--- src/sv/deadline_sorted_timer_queue_unit_defines.svh ---
// Assertion macros for the timer queue.
// DSTQ_ASSERT checks outside reset, DSTQ_ASSERT_RST also during reset.
`ifndef DEADLINE_SORTED_TIMER_QUEUE_UNIT_DEFINES_SVH
`define DEADLINE_SORTED_TIMER_QUEUE_UNIT_DEFINES_SVH

`ifndef SYNTH
`define DSTQ_ASSERT(lbl, prop, msg) \
  lbl: assert property (@(posedge clk) disable iff (!rst_n) prop) else $error(msg);
`define DSTQ_ASSERT_RST(lbl, prop, msg) \
  lbl: assert property (@(posedge clk) prop) else $error(msg);
`else
`define DSTQ_ASSERT(lbl, prop, msg)
`define DSTQ_ASSERT_RST(lbl, prop, msg)
`endif

`endif

--- src/sv/dstq_pkg.sv ---
package dstq_pkg;

  // field widths of the words
  localparam int NOW_W = 32;
  localparam int TMO_W = 31;
  localparam int TAG_W = 16;
  localparam int OCC_W = 5;
  localparam int DL_W  = 33;

  localparam logic [TMO_W-1:0] TTH_MAX = {TMO_W{1'b1}};

  // operation codes
  localparam logic OP_PUT = 1'b0;
  localparam logic OP_GET = 1'b1;

  typedef struct packed {
    logic             op;
    logic [NOW_W-1:0] now_ms;
    logic [TMO_W-1:0] timeout_ms;
    logic [TAG_W-1:0] entry_tag;
  } in_word_t;

  typedef struct packed {
    logic             popped;
    logic [TAG_W-1:0] popped_tag;
    logic             queue_empty;
    logic [TMO_W-1:0] time_to_head;
    logic             overflow;
    logic [OCC_W-1:0] occupancy;
  } out_word_t;

  // command broadcast to every cell
  typedef struct packed {
    logic ins;
    logic pop;
  } cell_ctl_t;

  typedef enum logic {
    ST_IDLE,
    ST_APPLY
  } state_t;

endpackage

--- src/sv/deadline_sorted_timer_queue_unit.sv ---
// Deadline-sorted timer queue.
// Input channel in_valid/in_stall/in_word: a put word (op = put) queues
// entry_tag with deadline now_ms + timeout_ms behind every entry due at the
// same time or earlier; a get word pops the head if it is due at now_ms.
// Result channel out_valid/out_stall/out_word: one word per input word,
// describing the queue after that step (popped tag, empty flag, time until
// the head is due, overflow on a put into a full queue, occupancy).
// Steps: each word is first registered and its deadline formed, then the
// row of cells compares against it and shifts in parallel.
// The result is written into the output register at the same edge as the
// shift, which is also when out_valid is set. The block takes no new word
// until the last one's result is loaded into the output register.
// Reset clears the entry count, the control state and the output
// valid flag; the cells keep whatever they hold and are never read before
// written. The block is ready right after reset.
// When the receiver stalls, the result waits in the output register; the
// block still takes the next word but holds it before the shift until the
// output register is free.
`include "deadline_sorted_timer_queue_unit_defines.svh"

module deadline_sorted_timer_queue_unit #(
  parameter int QUEUE_DEPTH = 16,
  parameter int TAG_BITS    = 16
) (
  input  logic                 clk,
  input  logic                 rst_n,
  input  logic                 in_valid,
  output logic                 in_stall,
  input  dstq_pkg::in_word_t   in_word,
  output logic                 out_valid,
  input  logic                 out_stall,
  output dstq_pkg::out_word_t  out_word
);
  import dstq_pkg::*;

  localparam int CNT_W = $clog2(QUEUE_DEPTH + 1);

  state_t              state_r, state_nxt;
  in_word_t            item_r;
  logic [DL_W-1:0]     dl_new_r;
  logic [CNT_W-1:0]    count_r, count_nxt;
  out_word_t           out_r, out_nxt;
  logic                out_valid_r;

  logic                load;
  logic                is_put;
  logic                full;
  logic                do_ins;
  logic                do_pop;
  logic [DL_W-1:0]     head_nxt;
  logic [DL_W:0]       diff;
  logic [TAG_BITS-1:0] new_tag;
  cell_ctl_t           ctl;

  logic [DL_W-1:0]     cell_dl  [QUEUE_DEPTH];
  logic [TAG_BITS-1:0] cell_tag [QUEUE_DEPTH];
  logic [QUEUE_DEPTH-1:0] cell_mv;

  assign in_stall  = (state_r != ST_IDLE);
  assign out_valid = out_valid_r;
  assign out_word  = out_r;

  // state register
  always_ff @(posedge clk) begin
    if (!rst_n) begin
      state_r <= ST_IDLE;
    end else begin
      state_r <= state_nxt;
    end
  end

  // advance on accept, leave apply once the result is loaded
  always_comb begin
    state_nxt = state_r;
    load      = 1'b0;
    unique case (state_r)
      ST_IDLE: begin
        if (in_valid) begin
          state_nxt = ST_APPLY;
        end
      end
      ST_APPLY: begin
        if (!out_valid_r || !out_stall) begin
          load      = 1'b1;
          state_nxt = ST_IDLE;
        end
      end
      default: state_nxt = ST_IDLE;
    endcase
  end

  // capture the word and form its deadline
  always_ff @(posedge clk) begin
    if (state_r == ST_IDLE && in_valid) begin
      item_r   <= in_word;
      dl_new_r <= {1'b0, in_word.now_ms} + {2'b00, in_word.timeout_ms};
    end
  end

  assign is_put  = (item_r.op == OP_PUT);
  assign full    = (count_r == CNT_W'(QUEUE_DEPTH));
  assign do_ins  = load && is_put && !full;
  assign do_pop  = load && !is_put && (count_r != '0) &&
                   (cell_dl[0] <= {1'b0, item_r.now_ms});
  assign new_tag = TAG_BITS'(item_r.entry_tag);
  assign ctl     = '{ins: do_ins, pop: do_pop};

  // row of cells
  for (genvar i = 0; i < QUEUE_DEPTH; i++) begin : g_cell
    logic                occ;
    logic                lmv;
    logic [DL_W-1:0]     ldl, rdl;
    logic [TAG_BITS-1:0] ltag, rtag;

    assign occ = (CNT_W'(i) < count_r);

    if (i == 0) begin : g_first
      assign lmv  = 1'b0;
      assign ldl  = cell_dl[0];
      assign ltag = cell_tag[0];
    end else begin : g_mid
      assign lmv  = cell_mv[i-1];
      assign ldl  = cell_dl[i-1];
      assign ltag = cell_tag[i-1];
    end

    if (i == QUEUE_DEPTH - 1) begin : g_last
      assign rdl  = cell_dl[i];
      assign rtag = cell_tag[i];
    end else begin : g_inner
      assign rdl  = cell_dl[i+1];
      assign rtag = cell_tag[i+1];
    end

    dstq_cell #(
      .TAG_BITS (TAG_BITS)
    ) u_cell (
      .clk       (clk),
      .ctl       (ctl),
      .occupied  (occ),
      .new_dl    (dl_new_r),
      .new_tag   (new_tag),
      .left_move (lmv),
      .left_dl   (ldl),
      .left_tag  (ltag),
      .right_dl  (rdl),
      .right_tag (rtag),
      .move      (cell_mv[i]),
      .dl        (cell_dl[i]),
      .tag       (cell_tag[i])
    );
  end

  // count and result word after the step
  always_comb begin
    count_nxt = count_r;
    if (do_ins) begin
      count_nxt = count_r + CNT_W'(1);
    end else if (do_pop) begin
      count_nxt = count_r - CNT_W'(1);
    end

    head_nxt = cell_dl[0];
    if (do_ins && cell_mv[0]) begin
      head_nxt = dl_new_r;
    end else if (do_pop) begin
      head_nxt = cell_dl[1];
    end

    diff = {1'b0, head_nxt} - {2'b00, item_r.now_ms};

    out_nxt.popped      = do_pop;
    out_nxt.popped_tag  = do_pop ? TAG_W'(cell_tag[0]) : '0;
    out_nxt.queue_empty = (count_nxt == '0);
    out_nxt.overflow    = is_put && full;
    out_nxt.occupancy   = OCC_W'(count_nxt);
    if (count_nxt == '0 || diff[DL_W] || diff == '0) begin
      out_nxt.time_to_head = '0;
    end else if (|diff[DL_W-1:TMO_W]) begin
      out_nxt.time_to_head = TTH_MAX;
    end else begin
      out_nxt.time_to_head = diff[TMO_W-1:0];
    end
  end

  // entry count
  always_ff @(posedge clk) begin
    if (!rst_n) begin
      count_r <= '0;
    end else begin
      count_r <= count_nxt;
    end
  end

  // output register: load a result, drop it once taken
  always_ff @(posedge clk) begin
    if (!rst_n) begin
      out_valid_r <= 1'b0;
    end else if (load) begin
      out_valid_r <= 1'b1;
    end else if (!out_stall) begin
      out_valid_r <= 1'b0;
    end
  end

  always_ff @(posedge clk) begin
    if (load) begin
      out_r <= out_nxt;
    end
  end

  `DSTQ_ASSERT(a_count_bound, count_r <= CNT_W'(QUEUE_DEPTH), "entry count above depth")
  `DSTQ_ASSERT(a_accept_apply, in_valid && !in_stall |=> state_r == ST_APPLY, "accepted word not applied")
  `DSTQ_ASSERT(a_ovf_hold, load && is_put && full |=> count_r == $past(count_r), "dropped put changed queue")
  `DSTQ_ASSERT(a_pop_count, do_pop |=> count_r == $past(count_r) - CNT_W'(1), "pop did not shrink queue")
  `DSTQ_ASSERT_RST(a_reset_clear, !rst_n |=> count_r == '0 && !out_valid_r, "reset left queue state")

endmodule

--- src/sv/dstq_cell.sv ---
module dstq_cell #(
  parameter int TAG_BITS = 16
) (
  input  logic                      clk,
  input  dstq_pkg::cell_ctl_t       ctl,
  input  logic                      occupied,
  input  logic [dstq_pkg::DL_W-1:0] new_dl,
  input  logic [TAG_BITS-1:0]       new_tag,
  input  logic                      left_move,
  input  logic [dstq_pkg::DL_W-1:0] left_dl,
  input  logic [TAG_BITS-1:0]       left_tag,
  input  logic [dstq_pkg::DL_W-1:0] right_dl,
  input  logic [TAG_BITS-1:0]       right_tag,
  output logic                      move,
  output logic [dstq_pkg::DL_W-1:0] dl,
  output logic [TAG_BITS-1:0]       tag
);
  import dstq_pkg::*;

  logic [DL_W-1:0]     dl_r;
  logic [TAG_BITS-1:0] tag_r;

  // cell sits at or behind the insert point unless it holds an earlier or equal deadline
  assign move = !(occupied && (dl_r <= new_dl));
  assign dl   = dl_r;
  assign tag  = tag_r;

  // take the new entry, shift from the left on insert, shift from the right on pop
  always_ff @(posedge clk) begin
    if (ctl.ins && move) begin
      if (left_move) begin
        dl_r  <= left_dl;
        tag_r <= left_tag;
      end else begin
        dl_r  <= new_dl;
        tag_r <= new_tag;
      end
    end else if (ctl.pop) begin
      dl_r  <= right_dl;
      tag_r <= right_tag;
    end
  end

endmodule

--- config.mk ---
export PLATFORM = sky130hd
export DESIGN_NAME = deadline_sorted_timer_queue_unit
export DESIGN_NICKNAME = d
export VERILOG_FILES = /design/src/sv/dstq_pkg.sv /design/src/sv/deadline_sorted_timer_queue_unit.sv /design/src/sv/dstq_cell.sv
export VERILOG_INCLUDE_DIRS = /design/src /design/src/sv
export SDC_FILE = /design/constraint.sdc
export NUM_CORES = 2
export LEC_CHECK = 0
export CAP_MARGIN = 15
export CORE_UTILIZATION = 30
export DETAILED_ROUTE_END_ITERATION = 16
export DONT_BUFFER_PORTS = 1
export HOLD_SLACK_MARGIN = 0.15
export SYNTH_ARGS = -nofsm -noshare
export SYNTH_HDL_FRONTEND = slang
export SYNTH_SLANG_ARGS = --single-unit
--- constraint.sdc ---
create_clock -name clk -period 7.85 [get_ports clk]
set_input_delay 0.785 -clock clk [delete_from_list [all_inputs] [get_ports clk]]
set_output_delay 0.785 -clock clk [all_outputs]
set_load 0.005 [all_outputs]
==> flow_summary.ini <==
[worst_setup_path]
r2r_start = item_r[53]
critical_path.max_fanout = 31
r2r-end = out_word[16]
arrival_ps = 7670
path_class = flop to flop
worstSetupEndpointType = flop
regToRegSetupSlack_ps = 770
r2r_cells = 25
start_kind = flop
crit_required_ps = 8440

[die]
core_mm2 = 0.200
die_h_um = 451
placementRows = 164
io_pins = 141
dieArea_mm2 = 0.203
start_util_pct = 30.2
die_w_um = 451

[final_layout]
finish.utilization_pct = 33.7
areaGrowthSynthToFinish_pct = 11.6
layout-drive-gt1-share_pct = 11.7
final_net_count = 6197
fill_cells = 20100

[power_and_ir_drop]
share_comb_of_total_power_pct = 27.1
p_int_w = 0.0103
switching_share_pct = 32.9
leakage_nw = 27.4
seqPwrFrac_pct = 41.1
p_clk_share_pct = 31.8
ir_worst_vdd_v = 0.000162
powerDensity_mw_per_mm2 = 228
p_switching_w = 0.00507

[grt]
grt_max_degree = 100
antenna_found_initial = 10
grt_pass1_vias = 45600
grtUsageTotal_pct = 18.1
grt_pass1_wl_um = 286000
grt_overflow = 0

[route]
wirelength_um = 189000
ant_nets = 0
wl_per_cell_um = 23.0
vias = 45200
drt-vias-per-instance = 5.50
dr.pass1.iters = 14
initialDrtViolationCount = 3668
drc_errors = 8

[job]
maxCapViolations = 0

[outcome]
violations = design-rule violations
outcome = finished with violations

[logic_synthesis]
netlist_top_cells_count = 888 x edfxtp_1, 626 x ha_1, 569 x a21oi_1
synth_edf_count = 888
async_flop_share_pct = 0
synth.net_count = 6264
syn_area_mm2 = 0.0604
yosysMostFrequentCell = edfxtp_1
ys_ff_latch = 928
yosys.area.top_type = edfxtp_1
netlist_instances = 5552
synth_area_per_cell_um2 = 10.9
synthTopCellsByArea = edfxtp_1 44%, ha_1 13%, mux2i_1 8.2%
synth_warnings = 0
ys_seq_area_share_pct = 45.4
synth-main-ff-cell = edfxtp_1
yosysTopAreaCellShare_pct = 44.1
ys_types = 89

[clock_tree]
clk_pin_slew_worst_paths_ps = 60
clockBufferDepth = 3
clock_latency_ps = 760
cts.sinks = 928
numCtsBuffers = 100
htreeDepth = 3
root_buffer = clkbuf_16
tritoncts = built

[timing]
tightest_slew_ps = 1220
slew_headroom_pct = 18.3
clock_skew_ps = 44.0
period_minus_slack_ps = 7080
finalSetupTns_ps = 0
rsz0062_at_grt = no
setup_viol = 0
maxSlewViolCount = 0
final_hold_viol_count = 0
max_freq_mhz = 141
fin_crit_sh_pct = 90.2

[place]
dpl.hpwl_um = 136000
gp_routability_congestion = 0.900
io_buffers = 0

[min_path]
hold_path_class = input port to flop
hold_end = count_r[3]
min_path_cells = 1
hold_start = rst_n
## worst max-delay path, cell delays in order (launching register included)
cell and delay [ps]:
edfxtp_1 360, inv_1 100, ha_1 240, and4_1 210, and3_1 280, a211oi_1 510, o211ai_2 170, o21ai_2 200
nand2_2 220, inv_1 400, nor2_1 80, a21oi_1 120, a21o_1 160, ha_1 170, inv_1 60, fa_1 420
a211oi_1 310, o21ai_1 240, o2111a_1 340, o2111ai_1 350, a21oi_1 200, o41a_1 450, o31a_1 320, a221oi_1 290
o21a_2 580, a21o_1 160
## layout by cell type, fill, tap and decap left out, drive strengths merged, types with 12 or more instances in the layout
cell | synthesis | routed
a211o | 12 | 12
a211oi | 27 | 27
a21o | 207 | 207
a21oi | 569 | 569
a221oi | 12 | 12
a31oi | 99 | 99
and2 | 16 | 16
and3 | 32 | 32
buf | 75 | 128
clkbuf | 273 | 132
clkinv | 0 | 36
dfxtp | 40 | 40
dlygate4sd3 | 0 | 50
edfxtp | 888 | 888
ha | 626 | 626
inv | 116 | 120
mux2 | 352 | 352
mux2i | 496 | 496
nand2 | 374 | 374
nand2b | 17 | 17
nand3 | 53 | 53
nand4 | 111 | 111
nor2 | 492 | 492
nor2b | 48 | 48
nor3 | 42 | 42
nor4 | 16 | 16
o211ai | 19 | 19
o21a | 46 | 46
o21ai | 311 | 311
o31ai | 14 | 14
or2 | 14 | 14
xnor2 | 34 | 34
xor2 | 17 | 17
## how the worst max path moves through the flow
stage	start	endpoint	depth (start not counted)	slack (ps)
global placement	item_r[54]	out_word[18]	22	740
finish	item_r[53]	out_word[16]	25	770
CTS	dl_new_r[27]	out_word[16]	22	660
global route	item_r[54]	out_word[18]	25	400
detailed placement	dl_new_r[25]	out_word[18]	22	690
floorplan	out_stall	g_cell[12].u_cell.dl[0]	7	850
## cell type report
cell class | instances | area (um2) | share of cell area (%)
Antenna cell | 1 | 2.50 | 0.00371
Multi-Input combinational cell | 4160 | 31500 | 46.6
Clock inverter | 52 | 579 | 0.859
Timing Repair Buffer | 179 | 1480 | 2.20
Clock buffer | 131 | 2690 | 3.99
Tap cell | 2656 | 3320 | 4.93
Inverter | 116 | 435 | 0.646
Sequential cell | 928 | 27500 | 40.7
## repair_timing
action / CTS / global route
endpoints found under the setup margin: 0 / 0
hold buffers: 50 / 0
buffers inserted: 0 / 0
endpoints found under the hold margin: 53 / 0
resized for setup: 0 / 0
## kinds of logic after synthesis
family / share of synthesized area, %
buf+inv: 3.03
flops: 45.4
compound gates: 13.6
fa+ha+maj: 13.0
xor+xnor: 0.739
mux: 14.8
simple gates: 9.30
## through the flow
stage | hold WS [ps] | total power [W] | area (um2) | setup WS (ps) | std cells
4_1_cts | 150 | 0.0154 | 67400 | 658 | 8220
3_3_place_gp | 511 | 0.0104 | 63600 | 742 | 7987
3_5_place_dp | 523 | 0.0105 | 63600 | 692 | 7987
5_1_grt | 191 | 0.0161 | 67400 | 404 | 8223
6_report | 217 | 0.0154 | 67400 | 769 | 8223
2_1_floorplan | 501 | 0.00917 | 60400 | 852 | 5552
## registers in the layout (all words and copies together), names as in the netlist
| name | count |
|---|---|
| out_word | 55 |
| g_cell.u_cell.dl | 528 |
| item_r | 33 |
| g_cell.u_cell.tag | 256 |
| in_stall | 1 |
| dl_new_r | 33 |
| out_valid | 1 |
| count_r | 5 |
| new_tag | 16 |
## layer usage
layer / share of wire [%] / track usage [%] / wire [um] / vias to the layer above
li1: - / - / - / 20800
met1: 44 / 24.3 / 83600 / 22700
met2: 47 / 30.0 / 89200 / 1374
met3: 5.5 / 2.39 / 10400 / 287
met4: 3.1 / 5.93 / 5820 / 16
met5: 0.061 / 0 / 115 / -
## power groups by stage
stage / clock network (W) / registers, W / logic [W]
3_5_place_dp: 0 / 0.00645 / 0.00406
6_report: 0.00489 / 0.00634 / 0.00417
5_1_grt: 0.00514 / 0.00639 / 0.00460
4_1_cts: 0.00497 / 0.00635 / 0.00412
2_1_floorplan: 0 / 0.00628 / 0.00290
3_3_place_gp: 0 / 0.00645 / 0.00398
Power figures use the tool's default switching activity.
